--- src/sv/gbs_pkg.sv ---
// ----------------------------------------------------------------------------
// gbs_pkg
// Shared types, codes and helpers for the graph burning step checker.
// ----------------------------------------------------------------------------
package gbs_pkg;

   localparam int DEF_MAX_VERTICES = 64;
   localparam int VERTEX_W         = 6;
   localparam int COUNT_W          = 7;
   localparam int CMD_W            = 2;
   localparam int REQ_DATA_W       = 16;
   localparam int REQ_USER_W       = 2;
   localparam int RSP_DATA_W       = 8;
   localparam int RSP_USER_W       = 1;
   localparam logic [COUNT_W-1:0] VCOUNT_RESET = 7'd64;

   typedef enum logic [CMD_W-1:0] {
      CMD_ADD_EDGE = 2'd0,
      CMD_CLEAR    = 2'd1,
      CMD_BURN     = 2'd2,
      CMD_NOP      = 2'd3
   } cmd_type;

   typedef enum logic [3:0] {
      ST_IDLE,
      ST_DECODE,
      ST_EDGE_RD_A,
      ST_EDGE_WR_A,
      ST_EDGE_RD_B,
      ST_EDGE_WR_B,
      ST_SWEEP,
      ST_SWEEP_END,
      ST_MERGE,
      ST_COUNT,
      ST_RESP
   } state_type;

   typedef struct packed {
      logic latch_item;
      logic clear_map;
      logic set_invalid;
      logic edge_rd_a;
      logic edge_wr_a;
      logic edge_rd_b;
      logic edge_wr_b;
      logic clear_spread;
      logic sweep_step;
      logic merge;
      logic count_step;
      logic load_rsp;
   } ctrl_cmd_type;

   typedef struct packed {
      cmd_type cmd;
      logic    a_ok;
      logic    b_ok;
      logic    src_burned;
      logic    sweep_last;
      logic    count_last;
      logic    rsp_free;
   } dp_stat_type;

   function automatic logic [3:0] popcount8(input logic [7:0] v);
      logic [3:0] c;
      c = '0;
      for (int i = 0; i < 8; i++) begin
         c = c + {3'b000, v[i]};
      end
      return c;
   endfunction

endpackage

--- src/sv/gbs_ctrl.sv ---
// ----------------------------------------------------------------------------
// gbs_ctrl
// Sequencer: decodes each item and steps the datapath through edge update,
// adjacency sweep, merge, count and response.
// ----------------------------------------------------------------------------
module gbs_ctrl (
   input  logic                  clock,
   input  logic                  reset,
   input  logic                  req_tvalid,
   output logic                  req_tready,
   input  gbs_pkg::dp_stat_type  stat,
   output gbs_pkg::ctrl_cmd_type cmd
);
   import gbs_pkg::*;

   state_type state_ff;
   state_type state_in;

   always_ff @(posedge clock) begin
      if (reset) begin
         state_ff <= ST_IDLE;
      end else begin
         state_ff <= state_in;
      end
   end

   always_comb begin
      state_in   = state_ff;
      cmd        = '0;
      req_tready = 1'b0;
      case (state_ff)
         ST_IDLE: begin
            req_tready = 1'b1;
            if (req_tvalid) begin
               cmd.latch_item = 1'b1;
               state_in       = ST_DECODE;
            end
         end
         ST_DECODE: begin
            case (stat.cmd)
               CMD_ADD_EDGE: begin
                  state_in = (stat.a_ok && stat.b_ok) ? ST_EDGE_RD_A : ST_RESP;
               end
               CMD_CLEAR: begin
                  cmd.clear_map = 1'b1;
                  state_in      = ST_RESP;
               end
               CMD_BURN: begin
                  if (!stat.a_ok) begin
                     state_in = ST_RESP;
                  end else if (stat.src_burned) begin
                     cmd.set_invalid = 1'b1;
                     state_in        = ST_RESP;
                  end else begin
                     cmd.clear_spread = 1'b1;
                     state_in         = ST_SWEEP;
                  end
               end
               default: begin
                  state_in = ST_RESP;
               end
            endcase
         end
         ST_EDGE_RD_A: begin
            cmd.edge_rd_a = 1'b1;
            state_in      = ST_EDGE_WR_A;
         end
         ST_EDGE_WR_A: begin
            cmd.edge_wr_a = 1'b1;
            state_in      = ST_EDGE_RD_B;
         end
         ST_EDGE_RD_B: begin
            cmd.edge_rd_b = 1'b1;
            state_in      = ST_EDGE_WR_B;
         end
         ST_EDGE_WR_B: begin
            cmd.edge_wr_b = 1'b1;
            state_in      = ST_RESP;
         end
         ST_SWEEP: begin
            cmd.sweep_step = 1'b1;
            if (stat.sweep_last) begin
               state_in = ST_SWEEP_END;
            end
         end
         // let the last row read land in the spread accumulator
         ST_SWEEP_END: begin
            state_in = ST_MERGE;
         end
         ST_MERGE: begin
            cmd.merge = 1'b1;
            state_in  = ST_COUNT;
         end
         ST_COUNT: begin
            cmd.count_step = 1'b1;
            if (stat.count_last) begin
               state_in = ST_RESP;
            end
         end
         ST_RESP: begin
            if (stat.rsp_free) begin
               cmd.load_rsp = 1'b1;
               state_in     = ST_IDLE;
            end
         end
         default: begin
            state_in = ST_IDLE;
         end
      endcase
   end

endmodule

--- config.mk ---
export PLATFORM = sky130hd
export DESIGN_NAME = gbs_ctrl
export DESIGN_NICKNAME = d
export VERILOG_FILES = /design/src/sv/gbs_pkg.sv /design/src/sv/gbs_ctrl.sv
export SDC_FILE = /design/constraint.sdc
export NUM_CORES = 1
export LEC_CHECK = 0
export BUFFER_PORTS_ARGS = -buffer_cell sky130_fd_sc_hd__buf_4
export CAP_MARGIN = 5
export CORE_ASPECT_RATIO = 1.25
export CORE_MARGIN = 2
export CORE_UTILIZATION = 25
export DETAILED_ROUTE_END_ITERATION = 10
export GPL_ROUTABILITY_DRIVEN = 0
export PLACE_DENSITY = 0.49
export SYNTH_ARGS = -nofsm -noshare
export SYNTH_HDL_FRONTEND = slang
export SYNTH_SLANG_ARGS = --single-unit
export TNS_END_PERCENT = 30
--- constraint.sdc ---
create_clock -name clock -period 3.87 [get_ports clock]
set_clock_uncertainty 0.2 [all_clocks]
set_input_delay 0.9675 -clock clock [delete_from_list [all_inputs] [get_ports clock]]
set_output_delay 0.9675 -clock clock [all_outputs]
set_load 0.005 [all_outputs]
Yosys cells after proc, flatten, opt, wreduce, memory -nomap -nowiden:

Index checks and enable logic that the tools add are counted.
W data, S select, Z words.

* register bits after elaboration: 4
* input bits: 11
* output and inout port bits: 13
* word-level logic and storage cells: 51

* eq/ne operators: 16
* muxes and demuxes: 30
* reductions and logical operators: 4

Operator list (number)
* $pmux W4 S11: 1
* $mux W4: 7
* $mux W1: 20
* $eq A4 B3 Y1 const B: 4
* $eq A4 B4 Y1 const B: 3
* $eq A4 B2 Y1 const B: 2
* $ne A2 B2 Y1 const B: 4
* $pmux W4 S2: 1
* $eq A4 B1 Y1 const B: 1
* $logic_not A4 Y1: 1
* $reduce_and A4 Y1: 1
* $eq A2 B1 Y1 const B: 1
* $eq A2 B2 Y1 const B: 1
* $logic_not A2 Y1: 1
* $mux W2: 1
* $logic_and A1 B1 Y1: 1

Longest topological paths before layout:

Gate-level depths: netlist of run 1.

* depth after elaboration: 4
* mapped depth: 6
* gate-level depth less buffers: 4

Worst setup path before layout of run 1:

OpenSTA, ideal clock, no wires.

* path kind: input to output
* from: input stat[6] in the netlist's numbering
* to: output cmd[9] in the netlist's numbering
* arrival time: 1.396 ns
* required time: 2.703 ns
* slack: 1.307 ns
* stages: 2
* buffers on the path: 0
* path through: nand3b_1 -> nor4_1

RTL lines
* start: declaration: RTL line gbs_ctrl.sv:11 `input gbs_pkg::dp_stat_type stat,`
* end: declaration: RTL line gbs_ctrl.sv:12 `output gbs_pkg::ctrl_cmd_type cmd`

==> impl_metrics.toml, run 1 <==
[routing]
num_vias = 494
top_layer_used = "met3"
wl_met1_um = 548
drt_wl_total_mm = 1.23
wl_met3_um = 45
viasPerCell = 4.94
first_iter_violations = 7
drtPass1Iterations = 2
post_drt_wl_per_cell_um = 12.3
drc = 0
route.met2.wl_um = 631
ant_nets = 0

[yosys]
postSynthRegisterBits = 4
syn_area_um2 = 459
synth_ff_type = "dfxtp_1"
ys_types = 32
syn_nets = 72
async_flop_share_pct = 0
yosysSeqAreaShare_pct = 17.4
syn_avg_cell_area_um2 = 7.53
synth-edff-count = 0
ys_warn_count = 0
synthCells = 61

[sta]
rsz0062_at_grt = "false"
finalCritPeriodShare_pct = 72.8
tightest_slew_ns = 0.439
timing.final.crit_period_ns = 2.82
finalSetupViolCount = 0
relSlewSlack_pct = 70.7
timing.fmax_ghz = 0.355
maxSlewViolCount = 0
hold_viol = 0
setup_tns_ns = 0

[cts]
ctsRootBufferMaster = "clkbuf_4"
worstSkewPairLatency_ns = 0.23
clock-sinks = 4
h-tree-depth = 1
cts_resized = 0
cts_tree = "done"
cts_hold_buf = 0
cts_setup_buffers = 0
clockBufferDepth = 2
clkSlewWorstSetupHoldPaths_ns = 0.04
cts_made_buffers = 3

[placed_design]
placed_cell_area_um2 = 607
dp_hpwl_um = 988
numPortBuffers = 23

[worst_setup_path]
worstPathArrival_ns = 1.65
cp-start-kind = "input pin"
regToRegSetupSlack_ns = 1.99
cp.required_ns = 2.70
crit_type = "input pin to output port"
reg2reg_depth = 4
crit_fanout = 3
cp-startpoint = "stat[6]"
timing.rr.end = "state_ff[3]$_SDFFE_PP0P_"
cp-end-kind = "output port"
r2r-start = "state_ff[2]$_SDFFE_PP0P_"

[global_routing]
grt_overflow = 0
grt_pass1_wl_mm = 1.89
grt_pass1_vias = 425
grt_usage_pct = 11.1
grt_antenna_before_repair = 0
grt_max_degree = 13

[die]
core_um2 = 1740
initial_utilization_pct = 26.3
ios = 24
die_x_um = 42.3
die_h_um = 51.9
fp.dieArea_um2 = 2200
core.rowCount = 17

[layout]
reg_top3 = "state_ff (4)"
syn2layout_area_growth_pct = 37.1
top_register = "state_ff"
drive_above_1_share_pct = 37.0
nNetsFinal = 94
largest_reg_flops = 4
n_antenna_cell = 0
nFillCells = 201
postLayoutCellArea_um2 = 629

[worst_hold_path]
hp-start = "state_ff[3]$_SDFFE_PP0P_"
min_to = "state_ff[3]$_SDFFE_PP0P_"
hold_depth = 2
hold_class = "flop to flop"

[run]
maxCapViolations = 0

[run_status]
status = "complete, no violations"

[power_and_ir_drop]
powerDensity_nw_per_um2 = 535
ir_worst_vdd_mv = 0.152
p_leak_nw = 0.275
[worst max-delay path: stages]
cell and delay (ns):
buf_4 0.11, nand3b_1 0.21, nor4_4 0.20, buf_4 0.16
[how the worst max path moves through the flow]
| stage | end | slack (ns) | cells after the start |
|---|---|---|---|
| final | cmd[4] | 1.05 | 4 |
| after global routing | cmd[10] | 0.98 | 3 |
| after CTS | cmd[4] | 1.04 | 4 |
| after detailed placement | cmd[4] | 1.05 | 4 |
| after global placement | cmd[9] | 1.05 | 4 |
| after floorplan | cmd[9] | 1.31 | 2 |
[routing by layer]
metal  vias to the layer above  track usage [%]
li1                        256                -
met1                       225             12.6
met4                         0             3.13
met3                         0             2.43
met5                         -                0
met2                        13             20.5
[where the power goes]
part | internal [mW] | total, mW | switching, mW
logic | 0.0978 | 0.192 | 0.0945
registers | 0.0553 | 0.0942 | 0.0388
clock network | 0.0346 | 0.0505 | 0.0159
total | 0.188 | 0.337 | 0.149
[cell families (layout without fill, tap and decap cells)]
family                 after synthesis  in the layout  synth area share (%)
AO/OA/AOI/OAI                       11             11                  15.8
XOR/XNOR                             1              1                  1.91
buffers and inverters               10             30                  13.9
flip-flops                           4              4                  17.4
multiplexers                         3              3                  6.81
AND/OR/NAND/NOR                     32             32                  44.1
[cell usage in the layout (no fill, tap or decap), drive strengths merged, types with 2 or more instances in the layout]
master  Yosys  routed
buf         6      23
a21oi       2       2
or3         2       2
nor3        5       5
nor4        2       2
nand2b      5       5
inv         4       4
nand2       2       2
mux2i       2       2
nor2        8       8
clkbuf      0       3
o21ai       4       4
a211oi      2       2
dfxtp       4       4
[cell type report]
cell class | instances | area (um^2) | area share, %
well taps | 19 | 23.8 | 3.78
clock buffers | 3 | 22.5 | 3.58
inverters | 4 | 15.0 | 2.39
multi-input cells | 47 | 315 | 50.1
flip-flops and latches | 4 | 80.1 | 12.7
repair buffers | 23 | 173 | 27.4
[synth_stat cells (2+ instances only)]
master | n | area, um^2
a211oi_1 | 2 | 15.0
buf_2 | 3 | 15.0
buf_6 | 3 | 33.8
dfxtp_1 | 4 | 80.1
inv_1 | 4 | 15.0
mux2i_1 | 2 | 20.0
nand2_1 | 2 | 7.51
nand2b_1 | 5 | 31.3
nor2_1 | 7 | 26.3
nor3_1 | 4 | 20.0
o21ai_0 | 3 | 15.0
or3_1 | 2 | 12.5
[through the flow]
stage / std cells / setup slack (ns) / hold WS, ns / util, % / power, mW
after floorplan: 61 / 1.31 / 0.397 / - / 0.245
after global placement: 97 / 1.05 / 0.423 / 34.8 / 0.293
after detailed placement: 97 / 1.05 / 0.415 / 34.8 / 0.291
after CTS: 100 / 1.04 / 0.420 / 36.1 / 0.343
after global routing: 100 / 0.979 / 0.471 / 36.1 / 0.367
final: 100 / 1.05 / 0.412 / 36.1 / 0.337
No activity file was read; power rests on OpenSTA's default activity.
==> run 2: changes to the inputs <==
Settings changed: ABC_AREA set to 1, PLACE_DENSITY 0.49 to 0.51.
Clock period 3.87 ns to 2.9 ns, I/O delays scaled along.
==> run 2 against run 1 <==
Largest cell class unchanged. Synthesized cell count increased by 26%. First-iteration DRC count shrank 57%. Synthesized area shrank 9.0%. Register-to-register slack got worse by 0.58 ns. Global-route usage rose by 1.7 points. Non-clock buffer count is the same. Flip-flop and latch count did not move. Hold slack got worse by 0.077 ns. Critical path depth is 1 higher.
==> impl_metrics.toml, run 2 <==
[placed_design]
placed_cell_area_um2 = 602
numPortBuffers = 23
dp_hpwl_um = 897

[die]
core_um2 = 1560
die_h_um = 49.7
fp.dieArea_um2 = 2020
die_x_um = 40.6
ios = 24
initial_utilization_pct = 26.8
core.rowCount = 16

[routing]
drt_wl_total_mm = 1.06
post_drt_wl_per_cell_um = 8.85
ant_nets = 0
drtPass1Iterations = 3
drc = 0
num_vias = 509
first_iter_violations = 3
viasPerCell = 4.24

[global_routing]
grt_overflow = 0
grt_max_degree = 9
grt_antenna_before_repair = 0
grt_pass1_vias = 450
grt_pass1_wl_mm = 1.77
grt_usage_pct = 12.7

[yosys]
postSynthRegisterBits = 4
yosysTopAreaCell = "dfxtp_1"
synth_top_area_share_pct = 19.2
synthCells = 77
ys_top_cells_by_count = "16 x nor2_1, 14 x inv_1, 14 x nand2_1, 8 x nand3_1"
ys_types = 17
synth-edff-count = 0
async_flop_share_pct = 0
yosys-top-cells-area = "dfxtp_1 19%, nor2_1 14%, inv_1 13%"
ys_warn_count = 0
yosysMostFrequentCell = "nor2_1"
syn_area_um2 = 418
syn_nets = 88
yosysSeqAreaShare_pct = 19.2
syn_avg_cell_area_um2 = 5.43
synth_ff_type = "dfxtp_1"

[run]
maxCapViolations = 0

[layout]
largest_reg_flops = 4
drive_above_1_share_pct = 35.3
top_register = "state_ff"
nFillCells = 183
nNetsFinal = 115
final_common_cell = "buf_4"
postLayoutCellArea_um2 = 624
syn2layout_area_growth_pct = 49.4
final_cell_mix = "23 x buf_4, 16 x nor2_1, 14 x nand2_1, 14 x inv_1, 8 x nand3_1"
n_antenna_cell = 0
reg_top3 = "state_ff (4)"

[worst_setup_path]
cp-end-kind = "output port"
cp-start-kind = "flop"
cp.required_ns = 1.98
crit_type = "flop to output port"
crit_fanout = 8
worstPathArrival_ns = 1.36

[cts]
worstSkewPairLatency_ns = 0.23
clkSlewWorstSetupHoldPaths_ns = 0.03
cts_tree = "done"
clock-sinks = 4
h-tree-depth = 1
ctsRootBufferMaster = "clkbuf_4"
cts_hold_buf = 0
cts_resized = 0
clockBufferDepth = 2
cts_made_buffers = 3
cts_setup_buffers = 0

[power_and_ir_drop]
ir_worst_vdd_mv = 0.351
comb_power_share_pct = 61.3
intPower_uw = 249
swShare_pct = 47.9
p_leak_nw = 0.359
switching_power_uw = 229
powerDensity_nw_per_um2 = 766
pwr-share-clk_pct = 14.0
seqPwrFrac_pct = 24.7

[sta]
tightest_slew_ns = 0.369
maxSlewViolCount = 0
finalSetupViolCount = 0
finalCritPeriodShare_pct = 78.9
relSlewSlack_pct = 75.4
hold_viol = 0
setup_tns_ns = 0
rsz0062_at_grt = "false"
timing.final.crit_period_ns = 2.29
fin_hold_ws_ns = 0.336
timing.fmax_ghz = 0.437

[run_status]
status = "complete, no violations"

[worst_hold_path]
hold_class = "flop to flop"
[run 2: power groups by stage]
stage	clock network, mW	logic (mW)	registers (mW)
after CTS	0.0731	0.299	0.118
after detailed placement	0	0.298	0.120
final	0.0671	0.293	0.118
after global routing	0.0799	0.332	0.124
after global placement	0	0.299	0.119
after floorplan	0	0.220	0.0964
[run 2: kinds of logic (layout without fill, tap and decap cells)]
group / count (synthesis) / in the layout / share of synthesized area (%)
AO/OA/AOI/OAI: 5 / 5 / 5.99
AND/OR/NAND/NOR: 49 / 49 / 56.0
buffers and inverters: 19 / 44 / 18.9
flip-flops: 4 / 4 / 19.2
[run 2: final cells by class]
| class | instances | area [um^2] | share of cell area [%] |
|---|---|---|---|
| multi-input cells | 54 | 259 | 41.5 |
| repair buffers | 23 | 173 | 27.7 |
| flip-flops and latches | 4 | 80.1 | 12.8 |
| inverters | 18 | 67.6 | 10.8 |
| clock buffers | 3 | 22.5 | 3.61 |
| well taps | 18 | 22.5 | 3.61 |
[run 2: path summary, 6_finish.rpt]
kind / slack (ns) / endpoint / from / cells after the start
worst min register to register: 0.34 / state_ff[1]$_SDFFE_PP0P_ / state_ff[1]$_SDFFE_PP0P_ / 2
worst min-delay path: 0.34 / state_ff[1]$_SDFFE_PP0P_ / state_ff[1]$_SDFFE_PP0P_ / 2
worst max register to register: 1.41 / state_ff[1]$_SDFFE_PP0P_ / state_ff[0]$_SDFFE_PP0P_ / 7
worst max-delay path: 0.61 / cmd[10] / state_ff[0]$_SDFFE_PP0P_ / 5
[run 2: layer usage]
| metal | share of wire, % | vias to the layer above | track usage, % |
|---|---|---|---|
| met5 | 0 | - | 0 |
| li1 | - | 286 | - |
| met1 | 46 | 214 | 16.3 |
| met2 | 50 | 9 | 18.3 |
| met4 | 0 | 0 | 8.33 |
| met3 | 3.3 | 0 | 2.70 |
[run 2: per-stage QoR]
step	utilization [%]	cells	worst slack, ns	total power, mW
after global routing	40.0	120	0.467	0.536
final	40.0	120	0.611	0.479
after CTS	40.0	120	0.575	0.490
after global placement	38.5	117	0.673	0.418
after floorplan	-	77	0.883	0.316
after detailed placement	38.5	117	0.660	0.418
[run 2: critical path, stage by stage, from the launching register on]
cell and delay [ns]:
dfxtp_1 0.53, nand2_4 0.11, nor2_1 0.20, inv_1 0.08, nor2_1 0.10, buf_4 0.12
